==> config.mk <==
export PLATFORM = sky130hd
export DESIGN_NAME = energy_charge_accumulator
export DESIGN_NICKNAME = d
export VERILOG_FILES = /design/src/sv/eca_pkg.sv /design/src/sv/eca_sat_accum.sv /design/src/sv/energy_charge_accumulator.sv
export SDC_FILE = /design/constraint.sdc
export NUM_CORES = 1
export LEC_CHECK = 0
export ABC_AREA = 1
export BUFFER_PORTS_ARGS = -buffer_cell sky130_fd_sc_hd__buf_4
export CAP_MARGIN = 20
export CORE_MARGIN = 2
export CORE_UTILIZATION = 50
export DETAILED_ROUTE_END_ITERATION = 10
export PLACE_DENSITY = 0.81
export SYNTH_ARGS = -nofsm -noshare
export SYNTH_HDL_FRONTEND = slang
export SYNTH_SLANG_ARGS = --single-unit
==> constraint.sdc <==
create_clock -name i_clk -period 15.7 [get_ports i_clk]
set_clock_uncertainty 0.15 [all_clocks]
set_input_delay 3.14 -clock i_clk [delete_from_list [all_inputs] [get_ports i_clk]]
set_output_delay 3.14 -clock i_clk [all_outputs]
set_load 0.02 [all_outputs]
==> src/sv/eca_pkg.sv <==
`default_nettype none
// ----------------------------------------------------------------------------
// Energy/charge accumulator package
// Shared constants, register indexes, display codes and the control struct
// that steps the saturating sums.
// ----------------------------------------------------------------------------
package eca_pkg;

    // Field widths of one sample, one result and a configuration write.
    localparam int BUS_W      = 15;
    localparam int CUR_W      = 16;
    localparam int PWR_W      = 20;
    localparam int MIN_W      = 17;
    localparam int OUT_SUM_W  = 48;
    localparam int CFG_DATA_W = 9;
    localparam int CFG_IDX_W  = 2;

    // Configuration register widths.
    localparam int HOLD_W = 5;
    localparam int SAVE_W = 9;
    localparam int DISP_W = 7;

    // Default accumulator width.
    localparam int ACCUM_WIDTH_DEF = 48;

    // Reset values.
    localparam logic [HOLD_W-1:0] HOLD_COUNT_RST   = 5'd16;
    localparam logic [SAVE_W-1:0] SAVE_PERIOD_RST  = 9'd300;
    localparam logic [DISP_W-1:0] DISPLAY_STEP_RST = 7'd10;
    localparam logic [MIN_W-1:0]  MIN_RESET        = 17'd100000;

    // The hold counter never counts past this value.
    localparam logic [HOLD_W-1:0] HOLD_LIMIT = 5'd31;

    // Configuration register indexes.
    localparam logic [CFG_IDX_W-1:0] CFG_HOLD_COUNT   = 2'd0;
    localparam logic [CFG_IDX_W-1:0] CFG_SAVE_PERIOD  = 2'd1;
    localparam logic [CFG_IDX_W-1:0] CFG_DISPLAY_STEP = 2'd2;

    // Button display codes.
    localparam logic [1:0] BTN_NONE  = 2'd0;
    localparam logic [1:0] BTN_CLR   = 2'd1;
    localparam logic [1:0] BTN_OK    = 2'd2;
    localparam logic [1:0] BTN_BLANK = 2'd3;

    // Rotating display codes.
    localparam logic [2:0] ROT_NONE   = 3'd0;
    localparam logic [2:0] ROT_BUS    = 3'd1;
    localparam logic [2:0] ROT_POWER  = 3'd2;
    localparam logic [2:0] ROT_CHARGE = 3'd3;
    localparam logic [2:0] ROT_MIN    = 3'd4;
    localparam logic [2:0] ROT_BLANK  = 3'd5;

    // Control from the sample stage to the sum registers.
    typedef struct packed {
        logic step;   // one sample is processed this cycle
        logic clear;  // the sums are zeroed before this sample's addition
    } t_accum_ctl;

endpackage
`default_nettype wire

==> src/sv/eca_sat_accum.sv <==
`default_nettype none
// ----------------------------------------------------------------------------
// Saturating energy and charge sums
// Holds the unsigned energy sum and the signed charge sum, applies a clear
// and adds one sample per step with saturation at the width limits.
// ----------------------------------------------------------------------------
module eca_sat_accum
    import eca_pkg::*;
#(
    parameter int ACCUM_WIDTH = ACCUM_WIDTH_DEF
) (
    input  wire                           i_clk,
    input  wire                           i_rst_n,
    input  wire t_accum_ctl               i_ctl,
    input  wire        [PWR_W-1:0]        i_power_mw,
    input  wire signed [CUR_W-1:0]        i_current_ma,
    output logic       [ACCUM_WIDTH-1:0]  o_energy,
    output logic signed [ACCUM_WIDTH-1:0] o_charge
);

    logic        [ACCUM_WIDTH-1:0] r_energy, n_energy;
    logic signed [ACCUM_WIDTH-1:0] r_charge, n_charge;
    logic        [ACCUM_WIDTH:0]   e_sum;
    logic signed [ACCUM_WIDTH:0]   c_sum;

    // Sums as seen by the current sample, after any clear.
    assign o_energy = i_ctl.clear ? '0 : r_energy;
    assign o_charge = i_ctl.clear ? '0 : r_charge;

    assign e_sum = {1'b0, o_energy} + {{(ACCUM_WIDTH+1-PWR_W){1'b0}}, i_power_mw};
    assign c_sum = {o_charge[ACCUM_WIDTH-1], o_charge}
                 + {{(ACCUM_WIDTH+1-CUR_W){i_current_ma[CUR_W-1]}}, i_current_ma};

    always_comb begin
        n_energy = e_sum[ACCUM_WIDTH] ? '1 : e_sum[ACCUM_WIDTH-1:0];
        if (c_sum[ACCUM_WIDTH] != c_sum[ACCUM_WIDTH-1]) begin
            // Overflow: the sign of the wide sum tells which limit.
            n_charge = c_sum[ACCUM_WIDTH] ? {1'b1, {(ACCUM_WIDTH-1){1'b0}}}
                                          : {1'b0, {(ACCUM_WIDTH-1){1'b1}}};
        end else begin
            n_charge = c_sum[ACCUM_WIDTH-1:0];
        end
    end

    always_ff @(posedge i_clk) begin
        if (!i_rst_n) begin
            r_energy <= '0;
            r_charge <= '0;
        end else if (i_ctl.step) begin
            r_energy <= n_energy;
            r_charge <= n_charge;
        end
    end

`ifndef SYNTHESIS
    a_hold_when_idle: assert property (@(posedge i_clk) disable iff (!i_rst_n)
        !i_ctl.step |=> $stable(r_energy) && $stable(r_charge))
        else $error("sums changed without a sample step");

    a_energy_after_clear: assert property (@(posedge i_clk) disable iff (!i_rst_n)
        i_ctl.step && i_ctl.clear
        |=> r_energy == {{(ACCUM_WIDTH-PWR_W){1'b0}}, $past(i_power_mw)})
        else $error("energy sum after clear is not the sample power");

    a_charge_after_clear: assert property (@(posedge i_clk) disable iff (!i_rst_n)
        i_ctl.step && i_ctl.clear
        |=> r_charge == {{(ACCUM_WIDTH-CUR_W){$past(i_current_ma[CUR_W-1])}},
                         $past(i_current_ma)})
        else $error("charge sum after clear is not the sample current");
`endif

endmodule
`default_nettype wire

==> src/sv/energy_charge_accumulator.sv <==
`default_nettype none
// ----------------------------------------------------------------------------
// Energy and charge accumulator (coulomb counter)
// Takes one power-monitor sample per transfer, tracks the minimum bus
// voltage, handles the clear and save buttons, drives the save strobe and
// display codes, and keeps saturating energy and charge sums.
// ----------------------------------------------------------------------------
//
//   Channel   Direction  Handshake                     Payload
//   sample    in         i_in_valid / o_in_ready       bus_mv, current_ma, power_mw,
//                                                      clear_pressed, save_pressed
//   result    out        o_out_valid / i_out_ready     save_now, button_display,
//                                                      rotate_display, energy_out,
//                                                      charge_out, min_out
//   config    in         i_cfg_we (no wait)            i_cfg_index, i_cfg_data
//
// Flow: a sample transfer loads the input register, then one pass of adds and
// compares fills the output register when it is free or being emptied; one
// sample per cycle is sustained while the output is not stalled.
// Stalls: o_in_ready drops only while both registers hold data and the output
// is stalled. Reset (synchronous, active low) empties both registers, clears
// the sums and counters, sets the minimum to 100000 mV, loads the defaults.
// ----------------------------------------------------------------------------
module energy_charge_accumulator
    import eca_pkg::*;
#(
    parameter int ACCUM_WIDTH = ACCUM_WIDTH_DEF
) (
    input  wire                         i_clk,
    input  wire                         i_rst_n,

    input  wire                         i_cfg_we,
    input  wire        [CFG_IDX_W-1:0]  i_cfg_index,
    input  wire        [CFG_DATA_W-1:0] i_cfg_data,

    input  wire                         i_in_valid,
    output logic                        o_in_ready,
    input  wire        [BUS_W-1:0]      i_bus_mv,
    input  wire signed [CUR_W-1:0]      i_current_ma,
    input  wire        [PWR_W-1:0]      i_power_mw,
    input  wire                         i_clear_pressed,
    input  wire                         i_save_pressed,

    output logic                        o_out_valid,
    input  wire                         i_out_ready,
    output logic                        o_save_now,
    output logic       [1:0]            o_button_display,
    output logic       [2:0]            o_rotate_display,
    output logic       [OUT_SUM_W-1:0]  o_energy_out,
    output logic signed [OUT_SUM_W-1:0] o_charge_out,
    output logic       [MIN_W-1:0]      o_min_out
);

    // Configuration registers.
    logic [HOLD_W-1:0] r_hold_count;
    logic [SAVE_W-1:0] r_save_period;
    logic [DISP_W-1:0] r_display_step;

    // Input register.
    logic                    r_in_valid;
    logic [BUS_W-1:0]        r_bus;
    logic signed [CUR_W-1:0] r_cur;
    logic [PWR_W-1:0]        r_pwr;
    logic                    r_clr;
    logic                    r_sav;

    // Sample state.
    logic [MIN_W-1:0]  r_min,  n_min;
    logic [HOLD_W-1:0] r_hold, n_hold;
    logic [SAVE_W-1:0] r_since, n_since;

    // Output register.
    logic                        r_out_valid;
    logic                        r_save_now,  n_save_now;
    logic [1:0]                  r_btn,       n_btn;
    logic [2:0]                  r_rot,       n_rot;
    logic [OUT_SUM_W-1:0]        r_energy_out, n_energy_out;
    logic signed [OUT_SUM_W-1:0] r_charge_out, n_charge_out;
    logic [MIN_W-1:0]            r_min_out;

    logic in_xfer;
    logic advance;
    logic clear_sums;
    logic [HOLD_W-1:0] hold_inc;
    logic [SAVE_W-1:0] s_eff;
    logic [SAVE_W-1:0] ds1, ds2, ds3, ds4;
    logic [MIN_W-1:0]  bus_ext;

    t_accum_ctl                    accum_ctl;
    logic       [ACCUM_WIDTH-1:0]  sum_energy;
    logic signed [ACCUM_WIDTH-1:0] sum_charge;

    // The work stage moves when it has a sample and the output register is
    // free or being emptied this cycle.
    assign advance    = r_in_valid && (!r_out_valid || i_out_ready);
    assign o_in_ready = !r_in_valid || advance;
    assign in_xfer    = i_in_valid && o_in_ready;

    // ------------------------------------------------------------------
    // Configuration writes. Index values past the register list are ignored.
    // ------------------------------------------------------------------
    always_ff @(posedge i_clk) begin
        if (!i_rst_n) begin
            r_hold_count   <= HOLD_COUNT_RST;
            r_save_period  <= SAVE_PERIOD_RST;
            r_display_step <= DISPLAY_STEP_RST;
        end else if (i_cfg_we) begin
            case (i_cfg_index)
                CFG_HOLD_COUNT:   r_hold_count   <= i_cfg_data[HOLD_W-1:0];
                CFG_SAVE_PERIOD:  r_save_period  <= i_cfg_data[SAVE_W-1:0];
                CFG_DISPLAY_STEP: r_display_step <= i_cfg_data[DISP_W-1:0];
                default: begin
                end
            endcase
        end
    end

    // ------------------------------------------------------------------
    // Input register.
    // ------------------------------------------------------------------
    always_ff @(posedge i_clk) begin
        if (!i_rst_n) begin
            r_in_valid <= 1'b0;
        end else if (in_xfer) begin
            r_in_valid <= 1'b1;
        end else if (advance) begin
            r_in_valid <= 1'b0;
        end
    end

    always_ff @(posedge i_clk) begin
        if (in_xfer) begin
            r_bus <= i_bus_mv;
            r_cur <= i_current_ma;
            r_pwr <= i_power_mw;
            r_clr <= i_clear_pressed;
            r_sav <= i_save_pressed;
        end
    end

    // ------------------------------------------------------------------
    // Per-sample logic: minimum, clear button, save strobe and display.
    // ------------------------------------------------------------------
    assign bus_ext  = {{(MIN_W-BUS_W){1'b0}}, r_bus};
    assign hold_inc = r_hold + 1'b1;

    // Display step multiples; all fit in the nine-bit sample counter.
    assign ds1 = {{(SAVE_W-DISP_W){1'b0}}, r_display_step};
    assign ds2 = {ds1[SAVE_W-2:0], 1'b0};
    assign ds3 = ds2 + ds1;
    assign ds4 = {ds1[SAVE_W-3:0], 2'b00};

    always_comb begin
        n_btn      = BTN_NONE;
        n_hold     = r_hold;
        clear_sums = 1'b0;
        n_min      = (r_min > bus_ext) ? bus_ext : r_min;

        if (r_clr) begin
            // The counter advances up to one past the hold count and stops at
            // its limit; the actions fire only on the step that advances it.
            if (({1'b0, r_hold} < ({1'b0, r_hold_count} + 1'b1)) &&
                (r_hold != HOLD_LIMIT)) begin
                n_hold = hold_inc;
                if (hold_inc == HOLD_W'(1)) begin
                    n_btn = BTN_CLR;
                end
                if (hold_inc == r_hold_count) begin
                    n_btn      = BTN_OK;
                    clear_sums = 1'b1;
                    n_min      = bus_ext;
                end
            end
        end else begin
            if (r_hold != '0) begin
                n_btn = BTN_BLANK;
            end
            n_hold = '0;
        end

        // Save strobe restarts the sample count.
        n_save_now = 1'b0;
        s_eff      = r_since;
        if ((r_since == r_save_period) || r_sav) begin
            n_save_now = 1'b1;
            s_eff      = '0;
        end

        if (s_eff == '0) begin
            n_rot = ROT_BUS;
        end else if (s_eff == ds1) begin
            n_rot = ROT_POWER;
        end else if (s_eff == ds2) begin
            n_rot = ROT_CHARGE;
        end else if (s_eff == ds3) begin
            n_rot = ROT_MIN;
        end else if (s_eff == ds4) begin
            n_rot = ROT_BLANK;
        end else begin
            n_rot = ROT_NONE;
        end
        n_since = s_eff + 1'b1;
    end

    always_ff @(posedge i_clk) begin
        if (!i_rst_n) begin
            r_min   <= MIN_RESET;
            r_hold  <= '0;
            r_since <= '0;
        end else if (advance) begin
            r_min   <= n_min;
            r_hold  <= n_hold;
            r_since <= n_since;
        end
    end

    // ------------------------------------------------------------------
    // Saturating sums. The outputs report the sums before this sample's
    // addition, after any clear.
    // ------------------------------------------------------------------
    assign accum_ctl.step  = advance;
    assign accum_ctl.clear = clear_sums;

    eca_sat_accum #(
        .ACCUM_WIDTH (ACCUM_WIDTH)
    ) u_sat_accum (
        .i_clk        (i_clk),
        .i_rst_n      (i_rst_n),
        .i_ctl        (accum_ctl),
        .i_power_mw   (r_pwr),
        .i_current_ma (r_cur),
        .o_energy     (sum_energy),
        .o_charge     (sum_charge)
    );

    // Fit the accumulator width onto the fixed 48-bit result fields.
    generate
        if (ACCUM_WIDTH >= OUT_SUM_W) begin : g_sum_trunc
            assign n_energy_out = sum_energy[OUT_SUM_W-1:0];
            assign n_charge_out = sum_charge[OUT_SUM_W-1:0];
        end else begin : g_sum_ext
            assign n_energy_out = {{(OUT_SUM_W-ACCUM_WIDTH){1'b0}}, sum_energy};
            assign n_charge_out = {{(OUT_SUM_W-ACCUM_WIDTH){sum_charge[ACCUM_WIDTH-1]}},
                                   sum_charge};
        end
    endgenerate

    // ------------------------------------------------------------------
    // Output register.
    // ------------------------------------------------------------------
    always_ff @(posedge i_clk) begin
        if (!i_rst_n) begin
            r_out_valid <= 1'b0;
        end else if (advance) begin
            r_out_valid <= 1'b1;
        end else if (i_out_ready) begin
            r_out_valid <= 1'b0;
        end
    end

    always_ff @(posedge i_clk) begin
        if (advance) begin
            r_save_now   <= n_save_now;
            r_btn        <= n_btn;
            r_rot        <= n_rot;
            r_energy_out <= n_energy_out;
            r_charge_out <= n_charge_out;
            r_min_out    <= n_min;
        end
    end

    assign o_out_valid      = r_out_valid;
    assign o_save_now       = r_save_now;
    assign o_button_display = r_btn;
    assign o_rotate_display = r_rot;
    assign o_energy_out     = r_energy_out;
    assign o_charge_out     = r_charge_out;
    assign o_min_out        = r_min_out;

`ifndef SYNTHESIS
    a_ready_when_empty: assert property (@(posedge i_clk) disable iff (!i_rst_n)
        !r_out_valid |-> o_in_ready)
        else $error("input stalled while the output register is empty");

    a_save_shows_bus: assert property (@(posedge i_clk) disable iff (!i_rst_n)
        o_out_valid && o_save_now |-> o_rotate_display == ROT_BUS)
        else $error("save strobe without the bus voltage display step");

    a_ok_clears_sums: assert property (@(posedge i_clk) disable iff (!i_rst_n)
        o_out_valid && (o_button_display == BTN_OK)
        |-> (o_energy_out == '0) && (o_charge_out == '0))
        else $error("clear acknowledged but sums not zero");

    a_min_bounded: assert property (@(posedge i_clk) disable iff (!i_rst_n)
        o_out_valid |-> o_min_out <= MIN_RESET)
        else $error("minimum voltage above its reset value");
`endif

endmodule
`default_nettype wire
==> flow_summary.toml, run 1 <==
[power]
total_power_w = 0.00225
power.leakage_nw = 9.67
vdd_drop_max_uv = 106
p_per_area_mw_per_mm2 = 107

[clocking]
clk_pin_slew_ns = 0.06
ctsHoldBuffers = 0
post-cts-setup-buffers = 0
htree_num_levels = 2
clock_latency_ns = 0.55
cts_tree = "done"
ctsResizeCount = 0
cts_made_buffers = 37
cts_sinks = 322
clockBufferDepth = 3
cts_root_buf = "clkbuf_16"

[critical_path]
crit_fanout = 3
start_kind = "input port"
crit_type = "in -> out"
cp.required_ns = 12.41
cp-end-kind = "output port"
cp.arrival_ns = 3.58

[route]
wl_um = 45100
via_count = 15307
initialDrtViolationCount = 977
wire_per_inst_um = 15.7
drt_first_pass_iters = 8
ant_nets = 0
vias_per_cell = 5.34
drcViolationCount = 0

[floorplan]
io_pins = 190
dieHeight_um = 194
core.rowCount = 69
die-area_mm2 = 0.0375
initial_core_util = 0.507
fp.dieW_um = 194
coreArea_mm2 = 0.0355

[timing]
tightest_slew_ns = 1.02
max_freq_mhz = 146
period_share = 0.438
drv_slew = 0
rsz0062_at_grt = "false"
finalCriticalPeriod_ns = 6.87
final-setup-viol-count = 0
maxSlewHeadroom = 0.322
whs_ns = 0.296
hold_viol_final = 0
fin_setup_tns_ns = 0

[global_routing]
antenna_found_initial = 0
grtUsageTotal = 0.236
grt_pass1_wl_um = 73500
grt_overflow = 0
grt_max_degree = 159
grt_pass1_vias = 14692

[synth]
synth_area_leaders = "edfxtp_1 29%, dfxtp_1 17%, nand2_1 9.9%"
synth_edf_count = 172
synth-simple-area-share = 0.196
netlist.area_leader.share = 0.287
synthMuxAreaShare = 0
synth_top_family_by_area = "simple AND/OR/NAND/NOR gates"
synth-xor-area-share = 0.0501
yosys.area.top_type = "edfxtp_1"
async_flop_share = 0
synth-compound-area-share = 0.146
ys.warnings.count = 0
ys_types = 55
synth.avg_cell_area_um2 = 8.18
synthCells = 2201
ys_seq_elements = 322
ys.flop_type = "edfxtp_1"
netlist_area_mm2 = 0.0180
synth_fa_ha_area_frac = 0.0736
seq_area_frac_synth = 0.454

[hold_path]
holdCritPathClass = "reg -> reg"

[finish]
nets = 2550
final_cell_mix = "473 x nand2_1, 286 x inv_1, 196 x buf_4"
area_delta_synth_final_pct = 16.6
multi_input_area_mm2 = 0.00839
layout_commonest_cell = "nand2_1"
antenna_cells = 0
drive_gt1_frac = 0.143
ff_latch_area_mm2 = 0.00817
final_cell_area_mm2 = 0.0210
fill_cells = 3090
stdcell_count = 2867

[placement]
port_buffers = 189
place_inst = 2799
gp_congestion = 0.942
place_hpwl_um = 32100
dpl_cell_area_mm2 = 0.0198

[flow_run]
maxCapViolCount = 0

[status]
status = "finished clean"
==> final timing paths <==
| path | slack (ns) | end | cells after the start | startpoint |
|---|---|---|---|---|
| max reg2reg | 9.48 | u_sat_accum.r_charge[21] | 26 | r_hold[1] |
| min | 0.30 | r_min[15] | 2 | r_min[15] |
| max | 8.83 | o_in_ready | 4 | i_out_ready |
| min reg2reg | 0.30 | r_min[15] | 2 | r_min[15] |
==> critical path, cell delays in order <==
cell and delay, ns:
buf_4 0.11, inv_1 0.06, nand3_1 0.10, buf_4 0.18
==> power breakdown <==
group	switching (W)	internal, W	total [W]
Combinational	0.000273	0.000151	0.000425
Sequential	0.0000282	0.000948	0.000976
Clock	0.000360	0.000494	0.000854
==> final cells by class <==
type                            count  area share
Clock buffer                       47      0.0478
Clock inverter                     21      0.0104
Inverter                          305      0.0550
Multi-Input combinational cell   1515       0.400
Sequential cell                   322       0.389
Tap cell                          461      0.0275
Timing Repair Buffer              196      0.0701
==> state kept, by name, summed over array words and instances, names as in the netlist <==
name / flops
o_charge_out: 48
u_sat_accum.r_energy: 48
r_bus: 15
o_rotate_display: 3
r_in_valid: 1
r_clr: 1
r_min: 17
o_energy_out: 48
o_out_valid: 1
r_hold_count: 5
r_save_period: 9
r_cur: 16
r_sav: 1
r_hold: 5
r_since: 9
o_button_display: 2
r_display_step: 7
o_save_now: 1
u_sat_accum.r_charge: 48
o_min_out: 17
r_pwr: 20
==> Yosys cell counts (2+ instances only) <==
cell and n:
nand2_1 474, inv_1 287, a21oi_1 195, o21ai_0 189
nor2_1 181, edfxtp_1 172, dfxtp_1 150, ha_1 101
nand3_1 80, xor2_1 72, clkbuf_1 41, xnor2_1 31
a21oi_2 30, nand4_1 24, nor3_1 15, inv_2 14
nand2_2 13, buf_2 11, nor2_2 11, o21bai_1 11
o211ai_1 9, a21boi_0 8, a31oi_1 6, nand3b_1 6
o21a_1 6, or2_2 6, a21o_1 5, nor4_1 5
buf_6 4, nand3_2 4, o21ai_1 4, and3_1 3
clkinv_1 3, fa_1 3, nor2_4 3, a211oi_1 2
nor3_2 2, o221ai_1 2, o31ai_1 2
==> layer usage <==
metal | vias to the layer above | GRT usage | wire [um]
met3 | 71 | 0.0377 | 2740
met2 | 453 | 0.370 | 20000
met5 | - | 0 | 0
li1 | 7653 | - | -
met1 | 7130 | 0.334 | 21200
met4 | 0 | 0.0780 | 1140
==> through the flow <==
| stage | setup WS, ns | utilization |
|---|---|---|
| after floorplan | 7.76 | - |
| after global placement | 8.83 | 0.557 |
| after detailed placement | 8.83 | 0.557 |
| after CTS | 8.83 | 0.591 |
| after global routing | 8.80 | 0.591 |
| final | 8.83 | 0.591 |
==> kinds of logic after synthesis <==
| family | Yosys count |
|---|---|
| other | 1 |
| AO/OA/AOI/OAI | 474 |
| adder cells (fa/ha/maj) | 104 |
| flip-flops | 322 |
| buffers and inverters | 365 |
| AND/OR/NAND/NOR | 832 |
| XOR/XNOR | 103 |
Power figures use the tool's default switching activity.
==> inputs of run 2 (changes only) <==
==> constraint.sdc (replaced) <==
create_clock -name i_clk -period 6.78 [get_ports i_clk]
set_clock_uncertainty 0.15 [all_clocks]
set_input_delay 1.356 -clock i_clk [delete_from_list [all_inputs] [get_ports i_clk]]
set_output_delay 1.356 -clock i_clk [all_outputs]
set_load 0.02 [all_outputs]
==> flow_summary.toml, run 2 (synthesized netlist as in run 1, its figures left out) <==
[status]
status = "finished clean"

[finish]
ff_latch_area_mm2 = 0.00817
area_delta_synth_final_pct = 16.5
postLayoutCoreUtil = 0.591
drive_gt1_frac = 0.145
antenna_cells = 0
multi_input_area_mm2 = 0.00838
nets = 2552
final_cell_mix = "474 x nand2_1, 286 x inv_1, 199 x buf_4"
layout_commonest_cell = "nand2_1"
fill_cells = 3152

[critical_path]
start_kind = "flip-flop"
timing.critical_path.buf_inv = 5
slowest_stage = "inv_2"
cp.required_ns = 7.00
cp_common_cell = "nand2_1"
crit_type = "reg -> reg"
crit_family = "simple AND/OR/NAND/NOR gates"
cp-end-kind = "flip-flop"
crit_fanout = 56
cp.arrival_ns = 5.82
slowest_delay_ns = 0.68

[clocking]
post-cts-setup-buffers = 0
ctsResizeCount = 0
cts_made_buffers = 35
clockBufferDepth = 3
cts_root_buf = "clkbuf_16"
cts_sinks = 322
cts_tree = "done"
clock_latency_ns = 0.54
clk_pin_slew_ns = 0.06
htree_num_levels = 2
ctsHoldBuffers = 0

[timing]
hold_viol_final = 0
period_share = 0.827
rsz0062_at_grt = "false"
tightest_slew_ns = 1.03
drv_slew = 0
maxSlewHeadroom = 0.315
final-setup-viol-count = 0
max_freq_mhz = 178
finalCriticalPeriod_ns = 5.60
setup_slack_ns = 1.18
fin_setup_tns_ns = 0

[placement]
place_hpwl_um = 32800
port_buffers = 189
post-place-ws_ns = 1.26
gp_congestion = 0.981

[global_routing]
grt_max_degree = 96
grt_overflow = 0
grt_pass1_wl_um = 74500
grt_pass1_vias = 15023
antenna_found_initial = 0
grtUsageTotal = 0.239

[power]
p_sw_frac = 0.296
p_seq_frac = 0.437
p_comb_frac = 0.191
total_power_w = 0.00517
p_per_area_mw_per_mm2 = 247
p_int_w = 0.00364
vdd_drop_max_uv = 206
clkPwrFrac = 0.371
power.leakage_nw = 9.67
power_switching_w = 0.00153

[route]
vias_per_cell = 5.33
initialDrtViolationCount = 1196
via_count = 15274
ant_nets = 0
drcViolationCount = 0
drt_first_pass_iters = 5
wire_per_inst_um = 15.9
wl_um = 45500

[floorplan]
die-area_mm2 = 0.0375
coreArea_mm2 = 0.0355
initial_core_util = 0.507
io_pins = 190
core.rowCount = 69
dieHeight_um = 194
fp.dieW_um = 194

[flow_run]
maxCapViolCount = 0

[hold_path]
holdCritPathClass = "reg -> reg"
[run 2: changes by cell type in the layout (fill, tap and decap cells not counted), moves of 2 or more]
cell      before  now
clkbuf_8       4    2
clkinv_1       6    3
clkbuf_1       6    4
buf_4        196  199
clkinv_2       6    8
[run 2: through the flow]
stage,cells,hold WS [ns],instance area [um2]
2_1_floorplan,2202,0.270,18000
3_3_place_gp,2803,0.280,19800
3_5_place_dp,2803,0.296,19800
4_1_cts,2867,0.319,21000
5_1_grt,2867,0.340,21000
6_report,2867,0.313,21000
[run 2: final timing paths]
| path | start | endpoint | slack [ns] | depth (start not counted) |
|---|---|---|---|---|
| worst min-delay path | r_min[15] | r_min[15] | 0.31 | 2 |
| worst min register to register | r_min[15] | r_min[15] | 0.31 | 2 |
| worst max register to register | r_hold[1] | u_sat_accum.r_charge[16] | 1.18 | 29 |
| worst max-delay path | r_hold[1] | u_sat_accum.r_charge[16] | 1.18 | 29 |
[run 2: layer usage]
metal | GRT usage | vias to the layer above | share of wire
li1 | - | 7642 | -
met1 | 0.333 | 7056 | 0.47
met2 | 0.378 | 478 | 0.44
met3 | 0.0383 | 98 | 0.060
met4 | 0.0840 | 0 | 0.030
met5 | 0 | - | 0
[run 2: area by class of cell]
| type | instances | share of cell area |
|---|---|---|
| clock buffer | 42 | 0.0450 |
| clock inverter | 22 | 0.0106 |
| inverter | 305 | 0.0551 |
| multi-input combinational | 1515 | 0.400 |
| sequential | 322 | 0.390 |
| tap | 461 | 0.0275 |
| timing repair buffer | 200 | 0.0722 |
[run 2: worst register-to-register path, delay by kind of cell (launching register included)]
kind / cells / cell delay, ns
AOI/OAI and AO/OA: 2 / 0.42
xor gates and xnor gates: 1 / 0.15
adders and majority gates: 4 / 0.90
buffers and inverters: 5 / 1.27
DFF: 1 / 0.43
and+or+nand+nor: 17 / 2.11
[run 2: power by group through the flow]
stage          Sequential (W)  Clock (W)  Combinational [W]
6_report              0.00226    0.00192           0.000989
5_1_grt               0.00227    0.00203            0.00111
4_1_cts               0.00226    0.00196           0.000983
3_5_place_dp          0.00230          0           0.000975
3_3_place_gp          0.00230          0           0.000955
2_1_floorplan         0.00234          0           0.000651
